[src/pst_pkg.sv]
package pst_pkg;

  localparam logic [1:0] REQ_TX    = 2'd0;
  localparam logic [1:0] REQ_RX    = 2'd1;
  localparam logic [1:0] REQ_REEST = 2'd2;

  localparam logic [1:0] REG_SN_LEN  = 2'd0;
  localparam logic [1:0] REG_CONTROL = 2'd1;
  localparam logic [1:0] REG_UNACK   = 2'd2;

  localparam logic [3:0] LEN_5  = 4'd5;
  localparam logic [3:0] LEN_7  = 4'd7;
  localparam logic [3:0] LEN_12 = 4'd12;

  localparam logic signed [13:0] REORDER_WINDOW = 14'sd2048;

  localparam logic [7:0] HDR_DATA_BIT = 8'h80;

  typedef struct packed {
    logic [1:0]  req_type;
    logic [7:0]  hdr_byte_first;
    logic [7:0]  hdr_byte_second;
    logic [12:0] pdu_length;
  } in_word_t;

  typedef struct packed {
    logic [3:0] sn_length_bits;
    logic       control_bearer;
    logic       unack_mode;
    logic       len_written;
  } cfg_t;

  function automatic logic [3:0] eff_len(input logic [3:0] v);
    case (v)
      LEN_5:   eff_len = LEN_5;
      LEN_7:   eff_len = LEN_7;
      default: eff_len = LEN_12;
    endcase
  endfunction

  function automatic logic [11:0] len_mask(input logic [3:0] l);
    case (l)
      LEN_5:   len_mask = 12'h01F;
      LEN_7:   len_mask = 12'h07F;
      default: len_mask = 12'hFFF;
    endcase
  endfunction

  function automatic logic [31:0] make_count(input logic [31:0] hfn, input logic [11:0] sn,
                                             input logic [3:0] l);
    case (l)
      LEN_5:   make_count = {hfn[26:0], 5'b0} | {20'b0, sn};
      LEN_7:   make_count = {hfn[24:0], 7'b0} | {20'b0, sn};
      default: make_count = {hfn[19:0], 12'b0} | {20'b0, sn};
    endcase
  endfunction

endpackage

[src/pst_chan_if.sv]
interface pst_req_if;
  logic        valid;
  logic        ready;
  logic [1:0]  req_type;
  logic [7:0]  hdr_byte_first;
  logic [7:0]  hdr_byte_second;
  logic [12:0] pdu_length;

  modport source (output valid, req_type, hdr_byte_first, hdr_byte_second, pdu_length,
                  input ready);
  modport sink (input valid, req_type, hdr_byte_first, hdr_byte_second, pdu_length,
                output ready);
endinterface

interface pst_rsp_if;
  logic        valid;
  logic        ready;
  logic [7:0]  out_hdr_first;
  logic [7:0]  out_hdr_second;
  logic [1:0]  hdr_length;
  logic [11:0] seq_number;
  logic [31:0] count_value;
  logic        dropped;
  logic [31:0] tx_total;
  logic [31:0] rx_total;

  modport source (output valid, out_hdr_first, out_hdr_second, hdr_length, seq_number,
                  count_value, dropped, tx_total, rx_total, input ready);
  modport sink (input valid, out_hdr_first, out_hdr_second, hdr_length, seq_number,
                count_value, dropped, tx_total, rx_total, output ready);
endinterface

interface pst_cfg_if;
  logic       valid;
  logic       ready;
  logic [1:0] index;
  logic [3:0] data;

  modport source (output valid, index, data, input ready);
  modport sink (input valid, index, data, output ready);
endinterface

[src/pst_cfg_regs.sv]
module pst_cfg_regs (
  input  logic          clk,
  input  logic          rst,
  pst_cfg_if.sink       cfg,
  output pst_pkg::cfg_t regs
);

  assign cfg.ready = 1'b1;

  always_ff @(posedge clk) begin
    if (rst) begin
      regs.sn_length_bits <= pst_pkg::LEN_12;
      regs.control_bearer <= 1'b0;
      regs.unack_mode     <= 1'b0;
      regs.len_written    <= 1'b0;
    end else begin
      regs.len_written <= 1'b0;
      if (cfg.valid) begin
        case (cfg.index)
          pst_pkg::REG_SN_LEN: begin
            regs.sn_length_bits <= cfg.data;
            regs.len_written    <= 1'b1;
          end
          pst_pkg::REG_CONTROL: regs.control_bearer <= cfg.data[0];
          pst_pkg::REG_UNACK:   regs.unack_mode <= cfg.data[0];
          default: ;
        endcase
      end
    end
  end

endmodule

[src/pst_in_stage.sv]
module pst_in_stage (
  input  logic              clk,
  input  logic              rst,
  pst_req_if.sink           req,
  input  logic              fire,
  output pst_pkg::in_word_t q,
  output logic              q_valid
);

  assign req.ready = !q_valid || fire;

  always_ff @(posedge clk) begin
    if (rst) begin
      q_valid <= 1'b0;
    end else if (req.ready) begin
      q_valid <= req.valid;
    end
  end

  always_ff @(posedge clk) begin
    if (req.valid && req.ready) begin
      q.req_type        <= req.req_type;
      q.hdr_byte_first  <= req.hdr_byte_first;
      q.hdr_byte_second <= req.hdr_byte_second;
      q.pdu_length      <= req.pdu_length;
    end
  end

endmodule

[src/pst_engine.sv]
module pst_engine (
  input  logic              clk,
  input  logic              rst,
  input  pst_pkg::cfg_t     regs,
  input  pst_pkg::in_word_t q,
  input  logic              q_valid,
  output logic              fire,
  pst_rsp_if.source         rsp
);

  logic [31:0] tx_counter, tx_counter_next;
  logic [31:0] rx_counter, rx_counter_next;
  logic [31:0] rx_hyperframe, rx_hyperframe_next;
  logic [11:0] next_rx_sn, next_rx_sn_next;
  logic [11:0] last_rx_sn, last_rx_sn_next;

  logic [3:0]  len;
  logic [11:0] mask;
  logic        len12;
  logic        ctrl;
  logic [31:0] hfn_inc, hfn_dec;
  logic [11:0] rx_sn, sn_inc;
  logic [1:0]  need;
  logic signed [13:0] d_sl, d_ls, d_ns, d_sn;

  logic [7:0]  h0, h1;
  logic [1:0]  hlen;
  logic [11:0] sn;
  logic [31:0] count;
  logic        drop;

  assign fire    = q_valid && (!rsp.valid || rsp.ready);
  assign len     = pst_pkg::eff_len(regs.sn_length_bits);
  assign mask    = pst_pkg::len_mask(len);
  assign len12   = (len == pst_pkg::LEN_12);
  assign ctrl    = regs.control_bearer;
  assign hfn_inc = rx_hyperframe + 32'd1;
  assign hfn_dec = rx_hyperframe - 32'd1;
  assign need    = (!ctrl && len12) ? 2'd2 : 2'd1;

  always_comb begin
    if (ctrl) begin
      rx_sn = {7'b0, q.hdr_byte_first[4:0]};
    end else if (len12) begin
      rx_sn = {q.hdr_byte_first[3:0], q.hdr_byte_second};
    end else begin
      rx_sn = {4'b0, q.hdr_byte_first} & mask;
    end
  end

  assign sn_inc = rx_sn + 12'd1;
  assign d_sl   = $signed({2'b0, rx_sn}) - $signed({2'b0, last_rx_sn});
  assign d_ls   = $signed({2'b0, last_rx_sn}) - $signed({2'b0, rx_sn});
  assign d_ns   = $signed({2'b0, next_rx_sn}) - $signed({2'b0, rx_sn});
  assign d_sn   = $signed({2'b0, rx_sn}) - $signed({2'b0, next_rx_sn});

  always_comb begin
    tx_counter_next    = tx_counter;
    rx_counter_next    = rx_counter;
    rx_hyperframe_next = rx_hyperframe;
    next_rx_sn_next    = next_rx_sn;
    last_rx_sn_next    = last_rx_sn;
    h0    = 8'd0;
    h1    = 8'd0;
    hlen  = 2'd0;
    sn    = 12'd0;
    count = 32'd0;
    drop  = 1'b0;
    case (q.req_type)
      pst_pkg::REQ_TX: begin
        count = tx_counter;
        if (ctrl) begin
          sn   = {7'b0, tx_counter[4:0]};
          h0   = {3'b0, tx_counter[4:0]};
          hlen = 2'd1;
        end else if (len12) begin
          sn   = tx_counter[11:0];
          h0   = pst_pkg::HDR_DATA_BIT | {4'b0, tx_counter[11:8]};
          h1   = tx_counter[7:0];
          hlen = 2'd2;
        end else begin
          sn   = tx_counter[11:0] & mask;
          h0   = pst_pkg::HDR_DATA_BIT | sn[7:0];
          hlen = 2'd1;
        end
        tx_counter_next = tx_counter + 32'd1;
      end
      pst_pkg::REQ_RX: begin
        if (q.pdu_length <= {11'b0, need}) begin
          drop = 1'b1;
        end else begin
          hlen = need;
          sn   = rx_sn;
          rx_counter_next = rx_counter + 32'd1;
          if (ctrl) begin
            count = {20'b0, rx_sn};
          end else if (regs.unack_mode) begin
            if (rx_sn < next_rx_sn) begin
              count = pst_pkg::make_count(hfn_inc, rx_sn, len);
              if (rx_sn == mask) begin
                next_rx_sn_next    = 12'd0;
                rx_hyperframe_next = rx_hyperframe + 32'd2;
              end else begin
                next_rx_sn_next    = sn_inc;
                rx_hyperframe_next = hfn_inc;
              end
            end else begin
              count = pst_pkg::make_count(rx_hyperframe, rx_sn, len);
              if (rx_sn == mask) begin
                next_rx_sn_next    = 12'd0;
                rx_hyperframe_next = hfn_inc;
              end else begin
                next_rx_sn_next = sn_inc;
              end
            end
          end else begin
            last_rx_sn_next = rx_sn;
            if (d_sl > pst_pkg::REORDER_WINDOW || d_ls > pst_pkg::REORDER_WINDOW) begin
              count = pst_pkg::make_count((rx_sn > next_rx_sn) ? hfn_dec : rx_hyperframe,
                                          rx_sn, len);
            end else if (d_ns > pst_pkg::REORDER_WINDOW) begin
              rx_hyperframe_next = hfn_inc;
              count              = pst_pkg::make_count(hfn_inc, rx_sn, len);
              next_rx_sn_next    = sn_inc;
            end else if (d_sn >= pst_pkg::REORDER_WINDOW) begin
              count = pst_pkg::make_count(hfn_dec, rx_sn, len);
            end else if (rx_sn >= next_rx_sn) begin
              count = pst_pkg::make_count(rx_hyperframe, rx_sn, len);
              if (rx_sn == mask) begin
                next_rx_sn_next    = 12'd0;
                rx_hyperframe_next = hfn_inc;
              end else begin
                next_rx_sn_next = sn_inc;
              end
            end else begin
              count = pst_pkg::make_count(rx_hyperframe, rx_sn, len);
            end
          end
        end
      end
      pst_pkg::REQ_REEST: begin
        if (ctrl || regs.unack_mode) begin
          tx_counter_next    = 32'd0;
          rx_counter_next    = 32'd0;
          rx_hyperframe_next = 32'd0;
          next_rx_sn_next    = 12'd0;
        end
      end
      default: ;
    endcase
  end

  always_ff @(posedge clk) begin
    if (rst) begin
      tx_counter    <= 32'd0;
      rx_counter    <= 32'd0;
      rx_hyperframe <= 32'd0;
      next_rx_sn    <= 12'd0;
      last_rx_sn    <= 12'hFFF;
      rsp.valid     <= 1'b0;
    end else begin
      if (regs.len_written) begin
        last_rx_sn <= mask;
      end else if (fire) begin
        last_rx_sn <= last_rx_sn_next;
      end
      if (fire) begin
        tx_counter    <= tx_counter_next;
        rx_counter    <= rx_counter_next;
        rx_hyperframe <= rx_hyperframe_next;
        next_rx_sn    <= next_rx_sn_next;
        rsp.valid     <= 1'b1;
      end else if (rsp.ready) begin
        rsp.valid <= 1'b0;
      end
    end
  end

  always_ff @(posedge clk) begin
    if (fire) begin
      rsp.out_hdr_first  <= h0;
      rsp.out_hdr_second <= h1;
      rsp.hdr_length     <= hlen;
      rsp.seq_number     <= sn;
      rsp.count_value    <= count;
      rsp.dropped        <= drop;
      rsp.tx_total       <= tx_counter_next;
      rsp.rx_total       <= rx_counter_next;
    end
  end

`ifndef SYNTHESIS
  a_fire_gives_word: assert property (@(posedge clk) disable iff (rst)
    fire |=> rsp.valid)
    else $error("accepted request produced no result word");

  a_drop_fields_clear: assert property (@(posedge clk) disable iff (rst)
    (rsp.valid && rsp.dropped) |->
      (rsp.hdr_length == 2'd0 && rsp.seq_number == 12'd0 && rsp.count_value == 32'd0))
    else $error("dropped word carries header or count");

  a_tx_counts_up: assert property (@(posedge clk) disable iff (rst)
    (fire && q.req_type == pst_pkg::REQ_TX) |=> (rsp.tx_total == $past(tx_counter) + 32'd1))
    else $error("transmit counter did not advance by one");

  a_drop_keeps_state: assert property (@(posedge clk) disable iff (rst)
    (fire && drop) |=> ($stable(rx_hyperframe) && $stable(next_rx_sn) && $stable(rx_counter)))
    else $error("dropped pdu changed receive state");
`endif

endmodule

[src/pdcp_sn_count_tracker_unit.sv]
// datapath: an accepted request word is held in the input register, then its
//   result word is registered in the output register
// throughput: one request word per cycle while the result side is ready; a
//   stalled result word holds at most one more request in the input register
// reset: synchronous rst clears counters, hyperframe and next sn, sets the
//   last received sn to all ones and the sn length to 12
module pdcp_sn_count_tracker_unit (
  input  logic     clk,
  input  logic     rst,
  pst_cfg_if.sink  cfg,
  pst_req_if.sink  req,
  pst_rsp_if.source rsp
);

  pst_pkg::cfg_t     regs;
  pst_pkg::in_word_t q;
  logic              q_valid;
  logic              fire;

  pst_cfg_regs u_cfg (
    .clk  (clk),
    .rst  (rst),
    .cfg  (cfg),
    .regs (regs)
  );

  pst_in_stage u_in (
    .clk     (clk),
    .rst     (rst),
    .req     (req),
    .fire    (fire),
    .q       (q),
    .q_valid (q_valid)
  );

  pst_engine u_engine (
    .clk     (clk),
    .rst     (rst),
    .regs    (regs),
    .q       (q),
    .q_valid (q_valid),
    .fire    (fire),
    .rsp     (rsp)
  );

endmodule
[src/flat_wrapper.sv]
// flat-port wrapper written by rule: the top's interface ports become plain ports
module pdcp_sn_count_tracker_unit_flat 
  (clk, rst, cfg_valid, cfg_index, cfg_data, cfg_ready, req_valid, req_req_type, req_hdr_byte_first, req_hdr_byte_second, req_pdu_length, req_ready, rsp_valid, rsp_out_hdr_first, rsp_out_hdr_second, rsp_hdr_length, rsp_seq_number, rsp_count_value, rsp_dropped, rsp_tx_total, rsp_rx_total, rsp_ready);
  pst_cfg_if cfg_i ();
  pst_req_if req_i ();
  pst_rsp_if rsp_i ();
  input  logic clk;
  input  logic rst;
  input wire logic [$bits(cfg_i.valid)-1:0] cfg_valid;
  input wire logic [$bits(cfg_i.index)-1:0] cfg_index;
  input wire logic [$bits(cfg_i.data)-1:0] cfg_data;
  output wire logic [$bits(cfg_i.ready)-1:0] cfg_ready;
  input wire logic [$bits(req_i.valid)-1:0] req_valid;
  input wire logic [$bits(req_i.req_type)-1:0] req_req_type;
  input wire logic [$bits(req_i.hdr_byte_first)-1:0] req_hdr_byte_first;
  input wire logic [$bits(req_i.hdr_byte_second)-1:0] req_hdr_byte_second;
  input wire logic [$bits(req_i.pdu_length)-1:0] req_pdu_length;
  output wire logic [$bits(req_i.ready)-1:0] req_ready;
  output wire logic [$bits(rsp_i.valid)-1:0] rsp_valid;
  output wire logic [$bits(rsp_i.out_hdr_first)-1:0] rsp_out_hdr_first;
  output wire logic [$bits(rsp_i.out_hdr_second)-1:0] rsp_out_hdr_second;
  output wire logic [$bits(rsp_i.hdr_length)-1:0] rsp_hdr_length;
  output wire logic [$bits(rsp_i.seq_number)-1:0] rsp_seq_number;
  output wire logic [$bits(rsp_i.count_value)-1:0] rsp_count_value;
  output wire logic [$bits(rsp_i.dropped)-1:0] rsp_dropped;
  output wire logic [$bits(rsp_i.tx_total)-1:0] rsp_tx_total;
  output wire logic [$bits(rsp_i.rx_total)-1:0] rsp_rx_total;
  input wire logic [$bits(rsp_i.ready)-1:0] rsp_ready;
  assign cfg_i.valid = cfg_valid;
  assign cfg_i.index = cfg_index;
  assign cfg_i.data = cfg_data;
  assign cfg_ready = cfg_i.ready;
  assign req_i.valid = req_valid;
  assign req_i.req_type = req_req_type;
  assign req_i.hdr_byte_first = req_hdr_byte_first;
  assign req_i.hdr_byte_second = req_hdr_byte_second;
  assign req_i.pdu_length = req_pdu_length;
  assign req_ready = req_i.ready;
  assign rsp_valid = rsp_i.valid;
  assign rsp_out_hdr_first = rsp_i.out_hdr_first;
  assign rsp_out_hdr_second = rsp_i.out_hdr_second;
  assign rsp_hdr_length = rsp_i.hdr_length;
  assign rsp_seq_number = rsp_i.seq_number;
  assign rsp_count_value = rsp_i.count_value;
  assign rsp_dropped = rsp_i.dropped;
  assign rsp_tx_total = rsp_i.tx_total;
  assign rsp_rx_total = rsp_i.rx_total;
  assign rsp_i.ready = rsp_ready;
  pdcp_sn_count_tracker_unit u_core (.clk(clk), .rst(rst), .cfg(cfg_i), .req(req_i), .rsp(rsp_i));
endmodule
[config.mk]
export PLATFORM = sky130hd
export DESIGN_NAME = pdcp_sn_count_tracker_unit_flat
export DESIGN_NICKNAME = d
export VERILOG_FILES = /design/src/pst_pkg.sv /design/src/pst_chan_if.sv /design/src/pst_cfg_regs.sv /design/src/pst_in_stage.sv /design/src/pst_engine.sv /design/src/pdcp_sn_count_tracker_unit.sv /design/src/flat_wrapper.sv
export SDC_FILE = /design/constraint.sdc
export NUM_CORES = 1
export LEC_CHECK = 0
export BUFFER_PORTS_ARGS = -buffer_cell sky130_fd_sc_hd__buf_4
export CAP_MARGIN = 5
export CORE_AREA = 2 2 175 246
export CTS_CLUSTER_DIAMETER = 30
export CTS_CLUSTER_SIZE = 8
export DETAILED_ROUTE_END_ITERATION = 6
export DIE_AREA = 0 0 177 248
export PLACE_DENSITY = 0.64
export SLEW_MARGIN = 20
export SYNTH_ARGS = -nofsm -noshare
export SYNTH_HDL_FRONTEND = slang
export SYNTH_HIERARCHICAL = 1
export SYNTH_SLANG_ARGS = --single-unit
[constraint.sdc]
create_clock -name clk -period 14.3 [get_ports clk]
set_clock_uncertainty 0.05 [all_clocks]
set_input_delay 2.145 -clock clk [delete_from_list [all_inputs] [get_ports clk]]
set_output_delay 2.145 -clock clk [all_outputs]
set_load 0.005 [all_outputs]
==> metrics.md <==
| Metric | Value |
|---|---|
| Status | `completed` |
| Worst hold start | `u_core/u_engine/next_rx_sn[8]` |
| RSZ-0062 raised after global routing | `false` |
| Share of layout cells above drive strength 1 | `0.131` |
| Reg-to-reg endpoint | `u_core/u_engine/rsp.count_value[31]` |
| Drt drc | `0` |
| Setup TNS | `0 ps` |
| Die area | `43900 um^2` |
| Critical path arrival | `6780 ps` |
| Hold Path Depth | `2` |
| Critical path's top delay family | `compound AO/OA/AOI/OAI gates` |
| Vias in the first global route | `19300` |
| Worst Setup Start Kind | `flop` |
| Crit-path max FO | `12` |
| Crit path top cell by count | `nor2_2` |
| Worst skew pair latency | `610 ps` |
| IO buf count | `169` |
| TritonCTS clock tree | `done` |
| DPL Wire Length | `50.4 mm` |
| Buffers and inverters on the worst path | `1` |
| Global route overflow | `0` |
| Via count | `20800` |
| Cts repair resizes | `0` |
| Clk buf depth | `3` |
| First-pass GRT wire length | `110 mm` |
| Tcrit/Tclk final | `0.452` |
| Final hold violation count | `0` |
| R2r worst-path depth | `15` |
| Power density over cell area | `117 nW/um^2` |
| Crit-path cells | `and3b_2 -> nor2_2 -> mux2i_1 -> inv_1 -> ha_1 -> nor2_1 -> a211o_1 -> a22oi_1 -> nand4_1 -> a2111oi_0 -> a211oi_1 -> or2_2 -> nor2_2 -> o2111ai_1 -> a32o_1` |
| Most frequent cells in the layout | `nand2_1 (301), nor2_1 (260), o21ai_0 (233)` |
| Die height | `248 um` |
| Peak VDD IR | `94.4 uV` |
| Post-cts hold buffer count | `0` |
| Tmin final | `6460 ps` |
| Routed WL per cell | `22.3 um` |
| Worst hold path type | `flop to flop` |
| Routability-driven placement congestion ratio | `0.959` |
| Antenna Nets Post-Route | `0` |
| Initial antenna violation count | `0` |
| Nets@finish | `2763` |
| Post-route cell area | `24200 um^2` |
| Total iterations of the first detailed-routing run | `6` |
| Core ar. | `41800 um^2` |
| Worst path slowest cell | `a2111oi_0` |
| Layout area overhead | `17.4%` |
| DP Area | `22100 um^2` |
| R2R setup slack | `7840 ps` |
| Peak Freq | `0.155 GHz` |
| # clock sinks | `281` |
| Vias/cell | `6.39` |
| Overall Global Routing Usage | `0.322` |
| Root buffer cell | `clkbuf_16` |
| Worst r2r src | `u_core/u_cfg/regs[6]` |
| I/O pin total | `172` |
| Area of the mapped netlist | `20600 um^2` |
| Pins Over Slew Limit | `0` |
| H-tree Lvls | `2` |
| Commonest non-fill, non-tap cell in the layout | `nand2_1` |
| Max Cap Viol | `0` |
| Drt total wl | `72.6 mm` |
| Crit end category | `flop` |
| FP Rows | `89` |
| Largest net degree at the start of global routing | `105` |
| Slew headroom | `0.258` |
| Syn_area_per_cell | `7.92 um^2` |
| DR iter-0 viols | `2108` |
| Synthesis Warnings | `6` |
| Critical path class | `flop to flop` |
| CP Data Required Time | `14620 ps` |
| # setup viols final | `0` |
| TritonCTS buffer count | `59` |
| Fillers | `3838` |
| Diode count | `0` |
| Synth Instances | `2603` |
| P_leak | `0.00917 uW` |
| Worst-path clk slew | `50 ps` |
| Initial Utilization | `0.494` |
| Worst Max-Slew Pin Slew | `1100 ps` |
| Hold path endpoint | `u_core/u_engine/next_rx_sn[8]` |
| Largest stage delay, worst path | `780 ps` |
| Post-CTS setup buffers | `0` |
| Synthesized Nets | `2708` |
| Die X | `177 um` |
==> flip-flops by register name, indices dropped and copies added (netlist names) <==
signal / cells
u_core/u_engine/rsp.count_value: 32
u_core/u_engine/rsp.dropped: 1
u_core/u_engine/rsp.out_hdr_first: 8
u_core/u_cfg/regs: 7
u_core/u_engine/tx_counter: 32
u_core/u_engine/rsp.out_hdr_second: 8
u_core/u_engine/next_rx_sn: 12
u_core/u_in/q_valid: 1
u_core/u_engine/last_rx_sn: 12
u_core/u_engine/rsp.tx_total: 32
u_core/u_in/q: 30
u_core/u_engine/rsp.valid: 1
u_core/u_engine/rx_counter: 32
u_core/u_engine/rsp.rx_total: 32
u_core/u_engine/rsp.hdr_length: 2
u_core/u_engine/rsp.seq_number: 12
u_core/u_engine/rx_hyperframe: 27
==> routing by layer <==
layer / part of all wire / up-vias / track usage
met1: 0.39 / 9864 / 0.400
met2: 0.48 / 1065 / 0.540
met5: 0 / - / 0
met3: 0.081 / 219 / 0.0502
li1: - / 9649 / -
met4: 0.050 / 0 / 0.164
==> cell type report <==
class	count	area [um^2]	area share
clock buffer	86	1700	0.0703
inverter	78	298	0.0123
timing repair buffer	209	1570	0.0649
sequential	281	7200	0.298
tap	546	683	0.0282
clock inverter	26	395	0.0163
multi-input combinational	2029	12300	0.510
==> tightest hold or removal path: cells and delay by family, from the launching register on <==
family,cells,cell delay (ps)
AO/OA/AOI/OAI,2,130
flip-flops,1,310
==> power by group <==
group	internal [uW]	total, uW	switching (uW)
registers	904	939	34.9
logic	171	461	290
clock network	966	1420	455
total	2040	2820	781
==> how the worst max path moves through the flow <==
stage | cells after the start | end | start | slack, ps
after detailed placement | 15 | u_core/u_engine/rsp.count_value[31] | u_core/u_cfg/regs[6] | 7730
after floorplan | 5 | req_ready | rsp_ready | 5280
after global routing | 16 | u_core/u_engine/rsp.count_value[31] | u_core/u_cfg/regs[6] | 7670
after global placement | 15 | u_core/u_engine/rsp.count_value[31] | u_core/u_cfg/regs[6] | 7700
final | 15 | u_core/u_engine/rsp.count_value[31] | u_core/u_cfg/regs[6] | 7840
after CTS | 15 | u_core/u_engine/rsp.count_value[31] | u_core/u_cfg/regs[6] | 7710
==> through the flow <==
step	utilization	instances	setup slack, ps	hold WS [ps]	total power, uW
finish	0.579	3255	7840	445	2820
detailed placement	0.529	3143	7730	438	1400
global route	0.579	3255	7670	464	2920
floorplan	-	2603	5280	398	1240
CTS	0.579	3255	7710	443	2830
global placement	0.529	3143	7700	426	1390
Power figures use the tool's default switching activity.
